**src/rtl/core/assert_macros.svh**
```systemverilog
// ----------------------------------------------------------------------------
// assert_macros
// Assertion macros shared by the RTL. Each check is sampled on the rising
// edge of clk and held off while rst_n is low.
// ----------------------------------------------------------------------------
`ifndef ASSERT_MACROS_SVH
`define ASSERT_MACROS_SVH

`ifndef SYNTHESIS
`define ASSERT_ALWAYS(name, expr, msg) \
    name: assert property (@(posedge clk) disable iff (!rst_n) (expr)) else $error(msg);
`define ASSERT_NEXT(name, ante, cons, msg) \
    name: assert property (@(posedge clk) disable iff (!rst_n) (ante) |=> (cons)) \
        else $error(msg);
`else
`define ASSERT_ALWAYS(name, expr, msg)
`define ASSERT_NEXT(name, ante, cons, msg)
`endif

`endif

```
**src/rtl/core/gnsl_pkg.sv**
```systemverilog
// ----------------------------------------------------------------------------
// gnsl_pkg
// Shared widths, register indexes, reset values and controller/datapath
// interface types for the sum-of-uniforms Gaussian noise generator.
// ----------------------------------------------------------------------------
package gnsl_pkg;

    localparam int LCG_W      = 20;
    localparam int MEAN_W     = 20;
    localparam int SIGMA_W    = 16;
    localparam int OUT_W      = 21;
    localparam int FRAC_SHIFT = 20;
    localparam int CFG_IDX_W  = 2;
    localparam int CFG_DATA_W = 20;

    localparam int NUM_UNIFORMS_DEF = 12;

    // Configuration register indexes.
    localparam logic [CFG_IDX_W-1:0] CFG_INITIAL_SEED = 2'd0;
    localparam logic [CFG_IDX_W-1:0] CFG_MEAN_Q12     = 2'd1;
    localparam logic [CFG_IDX_W-1:0] CFG_SIGMA_Q12    = 2'd2;

    localparam logic [LCG_W-1:0]   SEED_RESET  = 20'd1;
    localparam logic [MEAN_W-1:0]  MEAN_RESET  = 20'd0;
    localparam logic [SIGMA_W-1:0] SIGMA_RESET = 16'd4096;

    // Commands from the controller to the datapath.
    typedef struct packed {
        logic start;  // reload the seed if restart is high, clear the sum and the step counter
        logic step;   // one generator update, accumulate the new state
        logic mult;   // register the centered sum times sigma
        logic emit;   // load the output register
    } gnsl_cmd_t;

    // Status from the datapath to the controller.
    typedef struct packed {
        logic last_step;
    } gnsl_status_t;

endpackage

```
**src/rtl/core/gnsl_ctrl.sv**
```systemverilog
// ----------------------------------------------------------------------------
// gnsl_ctrl
// Sequencer for one sample: accept, step the generator, scale, then hand
// the result to the output register once it is free.
// ----------------------------------------------------------------------------
module gnsl_ctrl
    import gnsl_pkg::*;
(
    input  logic         clk,
    input  logic         rst_n,
    input  logic         in_valid,
    output logic         in_stall,
    output logic         out_valid,
    input  logic         out_stall,
    input  gnsl_status_t status,
    output gnsl_cmd_t    cmd
);

    typedef enum logic [1:0] {
        ST_IDLE,
        ST_RUN,
        ST_MUL,
        ST_EMIT
    } state_t;

    state_t state_reg;
    state_t state_next;
    logic   out_valid_reg;
    logic   out_valid_next;

    always_comb
    begin
        cmd.start = (state_reg == ST_IDLE) && in_valid;
        cmd.step  = (state_reg == ST_RUN);
        cmd.mult  = (state_reg == ST_MUL);
        cmd.emit  = (state_reg == ST_EMIT) && (!out_valid_reg || !out_stall);
    end

    always_comb
    begin
        state_next     = state_reg;
        out_valid_next = out_valid_reg && out_stall;
        case (state_reg)
            ST_IDLE:
            begin
                if (in_valid)
                    state_next = ST_RUN;
            end
            ST_RUN:
            begin
                if (status.last_step)
                    state_next = ST_MUL;
            end
            ST_MUL:
            begin
                state_next = ST_EMIT;
            end
            ST_EMIT:
            begin
                if (cmd.emit)
                begin
                    state_next     = ST_IDLE;
                    out_valid_next = 1'b1;
                end
            end
            default:
            begin
                state_next = ST_IDLE;
            end
        endcase
    end

    always_ff @(posedge clk or negedge rst_n)
    begin
        if (!rst_n)
        begin
            state_reg     <= ST_IDLE;
            out_valid_reg <= 1'b0;
        end
        else
        begin
            state_reg     <= state_next;
            out_valid_reg <= out_valid_next;
        end
    end

    assign in_stall  = (state_reg != ST_IDLE);
    assign out_valid = out_valid_reg;

endmodule

```
**src/rtl/core/gnsl_dp.sv**
```systemverilog
// ----------------------------------------------------------------------------
// gnsl_dp
// Datapath: configuration registers, generator state, running sum, step
// counter, scaling multiplier and output register.
// ----------------------------------------------------------------------------
module gnsl_dp
    import gnsl_pkg::*;
#(
    parameter int NUM_UNIFORMS = NUM_UNIFORMS_DEF
)
(
    input  logic                        clk,
    input  logic                        rst_n,
    input  logic                        cfg_we,
    input  logic [CFG_IDX_W-1:0]        cfg_index,
    input  logic [CFG_DATA_W-1:0]       cfg_data,
    input  logic                        restart,
    input  gnsl_cmd_t                   cmd,
    output gnsl_status_t                status,
    output logic signed [OUT_W-1:0]     sample_q12
);

    localparam int SUM_W  = LCG_W + $clog2(NUM_UNIFORMS);
    localparam int PROD_W = SUM_W + 1 + SIGMA_W + 1;
    localparam int CNT_W  = (NUM_UNIFORMS > 1) ? $clog2(NUM_UNIFORMS) : 1;
    // Half of full scale per uniform centers the sum around zero.
    localparam logic [SUM_W:0] OFFSET = (SUM_W + 1)'(NUM_UNIFORMS * (2 ** (LCG_W - 1)));
    localparam logic [CNT_W-1:0] LAST_CNT = CNT_W'(NUM_UNIFORMS - 1);

    logic [LCG_W-1:0]          seed_reg;
    logic signed [MEAN_W-1:0]  mean_reg;
    logic [SIGMA_W-1:0]        sigma_reg;

    logic [LCG_W-1:0]          lcg_reg;
    logic [LCG_W-1:0]          lcg_next;
    logic [SUM_W-1:0]          sum_reg;
    logic [SUM_W-1:0]          sum_next;
    logic [CNT_W-1:0]          cnt_reg;
    logic signed [SUM_W:0]     centered;
    logic signed [SIGMA_W:0]   sigma_s;
    logic signed [PROD_W-1:0]  prod_reg;
    logic signed [PROD_W-1:0]  prod_next;
    logic signed [PROD_W-1:0]  prod_shifted;
    logic signed [OUT_W-1:0]   sample_reg;
    logic signed [OUT_W-1:0]   sample_next;

    always_ff @(posedge clk or negedge rst_n)
    begin
        if (!rst_n)
        begin
            seed_reg  <= SEED_RESET;
            mean_reg  <= MEAN_RESET;
            sigma_reg <= SIGMA_RESET;
        end
        else if (cfg_we)
        begin
            case (cfg_index)
                CFG_INITIAL_SEED: seed_reg  <= cfg_data[LCG_W-1:0];
                CFG_MEAN_Q12:     mean_reg  <= cfg_data[MEAN_W-1:0];
                CFG_SIGMA_Q12:    sigma_reg <= cfg_data[SIGMA_W-1:0];
                default:          ;
            endcase
        end
    end

    // Next state 2045 * s + 1, with 2045 * s = 2048 * s - 2 * s - s, taken modulo 2^20.
    always_comb
    begin
        lcg_next = {lcg_reg[LCG_W-12:0], 11'b0} - {lcg_reg[LCG_W-2:0], 1'b0}
                 - lcg_reg + LCG_W'(1);
        sum_next = sum_reg + SUM_W'(lcg_next);
    end

    always_comb
    begin
        centered     = $signed({1'b0, sum_reg}) - $signed(OFFSET);
        sigma_s      = $signed({1'b0, sigma_reg});
        prod_next    = PROD_W'(centered) * PROD_W'(sigma_s);
        prod_shifted = prod_reg >>> FRAC_SHIFT;
        sample_next  = prod_shifted[OUT_W-1:0] + OUT_W'(mean_reg);
    end

    // The generator state is control-visible, so it resets to the seed reset.
    always_ff @(posedge clk or negedge rst_n)
    begin
        if (!rst_n)
            lcg_reg <= SEED_RESET;
        else if (cmd.start && restart)
            lcg_reg <= seed_reg;
        else if (cmd.step)
            lcg_reg <= lcg_next;
    end

    always_ff @(posedge clk or negedge rst_n)
    begin
        if (!rst_n)
            cnt_reg <= '0;
        else if (cmd.start)
            cnt_reg <= '0;
        else if (cmd.step)
            cnt_reg <= cnt_reg + CNT_W'(1);
    end

    always_ff @(posedge clk)
    begin
        if (cmd.start)
            sum_reg <= '0;
        else if (cmd.step)
            sum_reg <= sum_next;
        if (cmd.mult)
            prod_reg <= prod_next;
        if (cmd.emit)
            sample_reg <= sample_next;
    end

    assign status.last_step = (cnt_reg == LAST_CNT);
    assign sample_q12       = sample_reg;

endmodule

```
**src/rtl/core/gaussian_noise_sum_of_twelve_lcg_core.sv**
```systemverilog
// ----------------------------------------------------------------------------
// gaussian_noise_sum_of_twelve_lcg_core
// Approximate Gaussian noise from the sum of NUM_UNIFORMS LCG uniforms,
// scaled by sigma and offset by the mean, signed Q.12.
// ----------------------------------------------------------------------------
// Usage:
// Each transfer on the input channel (in_valid, in_stall, restart) requests
// one sample; with restart high the generator reloads initial_seed first.
// The sample leaves on the output channel (out_valid, out_stall, sample_q12).
// A request is taken at the edge where in_valid is high and in_stall low.
// The generator state is advanced once per cycle by a shift-add update; a
// sample is accepted, takes NUM_UNIFORMS generator steps, is multiplied and
// is then loaded into the output register, which raises out_valid. A new
// request is taken in the cycle after that load.
// The output register holds the sample while out_stall is high; the next
// request is still taken and computed, then waits until the register frees.
// Configuration writes (cfg_valid, cfg_ready, cfg_index, cfg_data) are always
// ready and are meant to happen only while the block is idle.
// Reset sets initial_seed to 1, mean to 0, sigma to 1.0 and the generator
// state to 1, and leaves both channels empty.
// ----------------------------------------------------------------------------
`include "assert_macros.svh"

module gaussian_noise_sum_of_twelve_lcg_core
    import gnsl_pkg::*;
#(
    parameter int NUM_UNIFORMS = NUM_UNIFORMS_DEF
)
(
    input  logic                      clk,
    input  logic                      rst_n,
    input  logic                      cfg_valid,
    output logic                      cfg_ready,
    input  logic [CFG_IDX_W-1:0]      cfg_index,
    input  logic [CFG_DATA_W-1:0]     cfg_data,
    input  logic                      in_valid,
    output logic                      in_stall,
    input  logic                      restart,
    output logic                      out_valid,
    input  logic                      out_stall,
    output logic signed [OUT_W-1:0]   sample_q12
);

    gnsl_cmd_t    cmd;
    gnsl_status_t status;
    logic         cfg_we;

    assign cfg_ready = 1'b1;
    assign cfg_we    = cfg_valid && cfg_ready;

    gnsl_ctrl u_ctrl (
        .clk       (clk),
        .rst_n     (rst_n),
        .in_valid  (in_valid),
        .in_stall  (in_stall),
        .out_valid (out_valid),
        .out_stall (out_stall),
        .status    (status),
        .cmd       (cmd)
    );

    gnsl_dp #(
        .NUM_UNIFORMS (NUM_UNIFORMS)
    ) u_dp (
        .clk        (clk),
        .rst_n      (rst_n),
        .cfg_we     (cfg_we),
        .cfg_index  (cfg_index),
        .cfg_data   (cfg_data),
        .restart    (restart),
        .cmd        (cmd),
        .status     (status),
        .sample_q12 (sample_q12)
    );

    `ASSERT_ALWAYS(a_cmd_onehot, $onehot0(cmd), "controller issued two commands at once")
    `ASSERT_NEXT(a_busy_after_accept, in_valid && !in_stall, in_stall, "in_stall low after accept")
    `ASSERT_NEXT(a_emit_sets_valid, cmd.emit, out_valid, "output register loaded without valid")

endmodule
```
**config.mk**
```make
export PLATFORM = sky130hd
export DESIGN_NAME = gaussian_noise_sum_of_twelve_lcg_core
export DESIGN_NICKNAME = d
export VERILOG_FILES = /design/src/rtl/core/gnsl_pkg.sv /design/src/rtl/core/gnsl_ctrl.sv /design/src/rtl/core/gnsl_dp.sv /design/src/rtl/core/gaussian_noise_sum_of_twelve_lcg_core.sv
export VERILOG_INCLUDE_DIRS = /design/src /design/src/rtl/core
export SDC_FILE = /design/constraint.sdc
export NUM_CORES = 1
export LEC_CHECK = 0
export BUFFER_PORTS_ARGS = -buffer_cell sky130_fd_sc_hd__clkbuf_2
export CAP_MARGIN = 20
export CELL_PAD_IN_SITES_DETAIL_PLACEMENT = 0
export CELL_PAD_IN_SITES_GLOBAL_PLACEMENT = 2
export CORE_ASPECT_RATIO = 0.9
export CORE_MARGIN = 2
export CORE_UTILIZATION = 43
export CTS_BUF_LIST = sky130_fd_sc_hd__clkbuf_4
export CTS_CLUSTER_DIAMETER = 150
export CTS_CLUSTER_SIZE = 16
export DETAILED_ROUTE_END_ITERATION = 7
export GPL_ROUTABILITY_DRIVEN = 0
export PLACE_DENSITY = 0.93
export SYNTH_ARGS = -nofsm -noshare
export SYNTH_HDL_FRONTEND = slang
export SYNTH_HIERARCHICAL = 1
export SYNTH_SLANG_ARGS = --single-unit
```
**constraint.sdc**
```tcl
create_clock -name clk -period 7.74 [get_ports clk]
set_input_delay 1.161 -clock clk [delete_from_list [all_inputs] [get_ports clk]]
set_output_delay 1.161 -clock clk [all_outputs]
set_load 0.005 [all_outputs]
```
==> impl_metrics.yaml <==
finish:
  layout-drive-gt1-share: 0.0899
  final_util: 0.466
  multi_input_area_um2: 16200
  nets: 2923
  final-seq-area_um2: 3820
  largest_reg_flops: 24
  filler_cell_count: 4821
  area_growth_pct: 6.34
worst_setup_path:
  worstRegToRegCells: 22
  rrSetupSlack_ps: 670
  cp-end-kind: "flip-flop"
  worstSetupStartpointType: "flip-flop"
  required_ps: 8060
  r2r-start: "u_dp/sum_reg[21]$_SDFFE_PP0P_"
  worstPathArrival_ps: 7390
  crit_type: "reg2reg"
  r2r-end: "u_dp/prod_reg[40]$_DFFE_PP_"
  cp_max_fo: 20
die:
  die_w_um: 243
  row_count: 78
  die_h_um: 219
  dieArea_um2: 53400
  start_util: 0.438
  ioPinCount: 52
  core_um2: 50700
sta:
  worst_slack_ps: 673
  hold-worst-slack_ps: 484
  tightest_slew_ps: 1080
  slew_headroom: 0.276
  layout_worst_path_cycle_share: 0.913
  rsz0062_at_grt: "no"
  maxSlewViolCount: 0
  finalSetupTns_ps: 0
  skew_ps: 33.1
  setup_viol_count_final: 0
  fmax_mhz: 142
  hold_viol: 0
  finalCriticalPeriod_ps: 7070
logic_synthesis:
  synth.distinct_cells: 77
  synth_seq_cells: 149
  synth_edf_count: 42
  synth_fp_nets: 2897
  ys.flop_type: "dfrtp_1"
  synth.top_cells.by_area: "fa_1 35%, ha_1 9.8%, dfrtp_1 9.0%"
  async_flop_share: 0.557
  synthMostInstantiatedCell: "inv_1"
  yosysSeqAreaShare: 0.172
  synth_area_um2: 22200
  synthTopCellsByCount: "482 x inv_1, 386 x fa_1, 281 x nand2_1, 174 x ha_1, 160 x and2_1"
  syn_area_per_cell_um2: 9.61
  synth_top_area_share: 0.348
  yosysWarnings: 6
  synthCells: 2309
  synth_top_area_cell: "fa_1"
clock_network:
  cts_setup_buffers: 0
  htreeDepth: 4
  numCtsBuffers: 17
  cts_resized: 0
  clock_latency_ps: 580
  clock_path_buffers: 2
  ctsHoldBuffers: 0
  clk_pin_slew_ps: 130
  clock_sinks: 149
  cts_root_buf: "clkbuf_4"
  cts_tree: "yes"
status:
  outcome: "finished, final reports clean"
grt:
  grt_util_met1: 0.289
  overflow: 0
  grt_use_met3: 0.0283
  top_usage_layer: "met2"
  grt_pass1_wl_um: 89900
  grt_usage: 0.216
  grt_pass1_vias: 16908
  antenna_found_initial: 1
  met2_usage: 0.369
  grt_max_degree: 58
hold_path:
  holdPathStages: 2
  hold_class: "reg2reg"
  min_to: "u_dp/lcg_reg[0]$_DFFE_PN1P_"
  hold_start: "u_dp/seed_reg[0]$_DFFE_PN1P_"
placed_design:
  io_buffers: 50
  dp_hpwl_um: 44300
  place_ws_ps: 665
job:
  max_cap_violations: 0
route:
  drt_iter0_markers: 891
  wl_per_cell_um: 18.0
  first_pass_iters: 5
  drc: 0
  avgViaCountPerCell: 5.13
  num_vias: 15530
  wirelength_um: 54600
  antenna_left: 0
## logic make-up after synthesis
logic type,after synthesis,synth area share
and+or+nand+nor,614,0.133
DFF,149,0.172
AOI/OAI and AO/OA,227,0.0682
muxes,86,0.0423
adders and majority gates,560,0.446
buffers and inverters,569,0.0965
other,1,0.000169
xor gates and xnor gates,103,0.0407
## stage by stage
stage / instance area [um^2] / instances
after floorplan: 22200 / 2309
after global placement: 23300 / 2993
after detailed placement: 23300 / 2993
after CTS: 23500 / 3025
after global routing: 23600 / 3029
final: 23600 / 3029
## cells in the final DEF, fill, tap and decap left out, types with 4 or more instances in the layout
cell type,n
o21bai_1,4
nor2b_1,21
mux2_2,56
a31oi_1,6
dfxtp_1,24
nor2_1,69
nand3_1,11
a21o_1,21
and2_1,160
clkbuf_2,49
dfrtp_1,80
o21ai_0,51
xnor2_1,71
fa_1,386
ha_1,173
clkinv_1,4
a21oi_1,61
nand3b_1,4
clkbuf_4,20
buf_4,40
o22ai_1,6
mux2i_1,27
o21a_1,19
xor2_1,32
a211oi_1,6
o21ai_1,7
and3_1,7
edfxtp_1,42
nand2_1,281
nand2b_1,22
inv_1,482
or3_1,6
o211ai_1,7
nor3_1,16
## layout make-up
cell class	count	share of cell area
clock inverters	12	0.00483
inverters	484	0.0770
diodes	1	0.000106
repair buffers	92	0.0256
well taps	680	0.0361
multi-input cells	1591	0.688
clock buffers	20	0.00636
flip-flops and latches	149	0.162
## layer usage
| metal | routed length, um | up-vias |
|---|---|---|
| met2 | 26600 | 353 |
| li1 | - | 7130 |
| met5 | 0 | - |
| met4 | 1520 | 0 |
| met1 | 24100 | 7969 |
| met3 | 2340 | 78 |
## critical path, cell delays in order, from the launching register on
cell	delay [ps]
dfxtp_1	820
a21oi_1	270
buf_4	260
and2_1	170
fa_1	590
inv_1	170
fa_1	510
inv_1	50
fa_1	490
fa_1	510
fa_1	500
inv_1	50
fa_1	470
inv_1	40
ha_1	310
a21o_1	170
a21o_1	170
a21oi_1	290
o221ai_1	230
a21oi_4	200
o21ai_2	120
nor4_1	330
nor3_2	80
## how the worst max path moves through the flow
stage,cells after the start,slack (ps),endpoint,start
after floorplan,23,1280,u_dp/prod_reg[40]$_DFFE_PP_,u_dp/sum_reg[21]$_SDFFE_PP0P_
after global placement,21,840,u_dp/prod_reg[40]$_DFFE_PP_,u_dp/sigma_reg[2]$_DFFE_PN0P_
after global routing,22,280,u_dp/prod_reg[40]$_DFFE_PP_,u_dp/sum_reg[21]$_SDFFE_PP0P_
final,22,670,u_dp/prod_reg[40]$_DFFE_PP_,u_dp/sum_reg[21]$_SDFFE_PP0P_
after detailed placement,22,670,u_dp/prod_reg[40]$_DFFE_PP_,u_dp/sum_reg[21]$_SDFFE_PP0P_
after CTS,22,650,u_dp/prod_reg[40]$_DFFE_PP_,u_dp/sum_reg[21]$_SDFFE_PP0P_
Power is not shown: default switching activity piles up to over one toggle a cycle in this logic, so the estimate is an artifact.
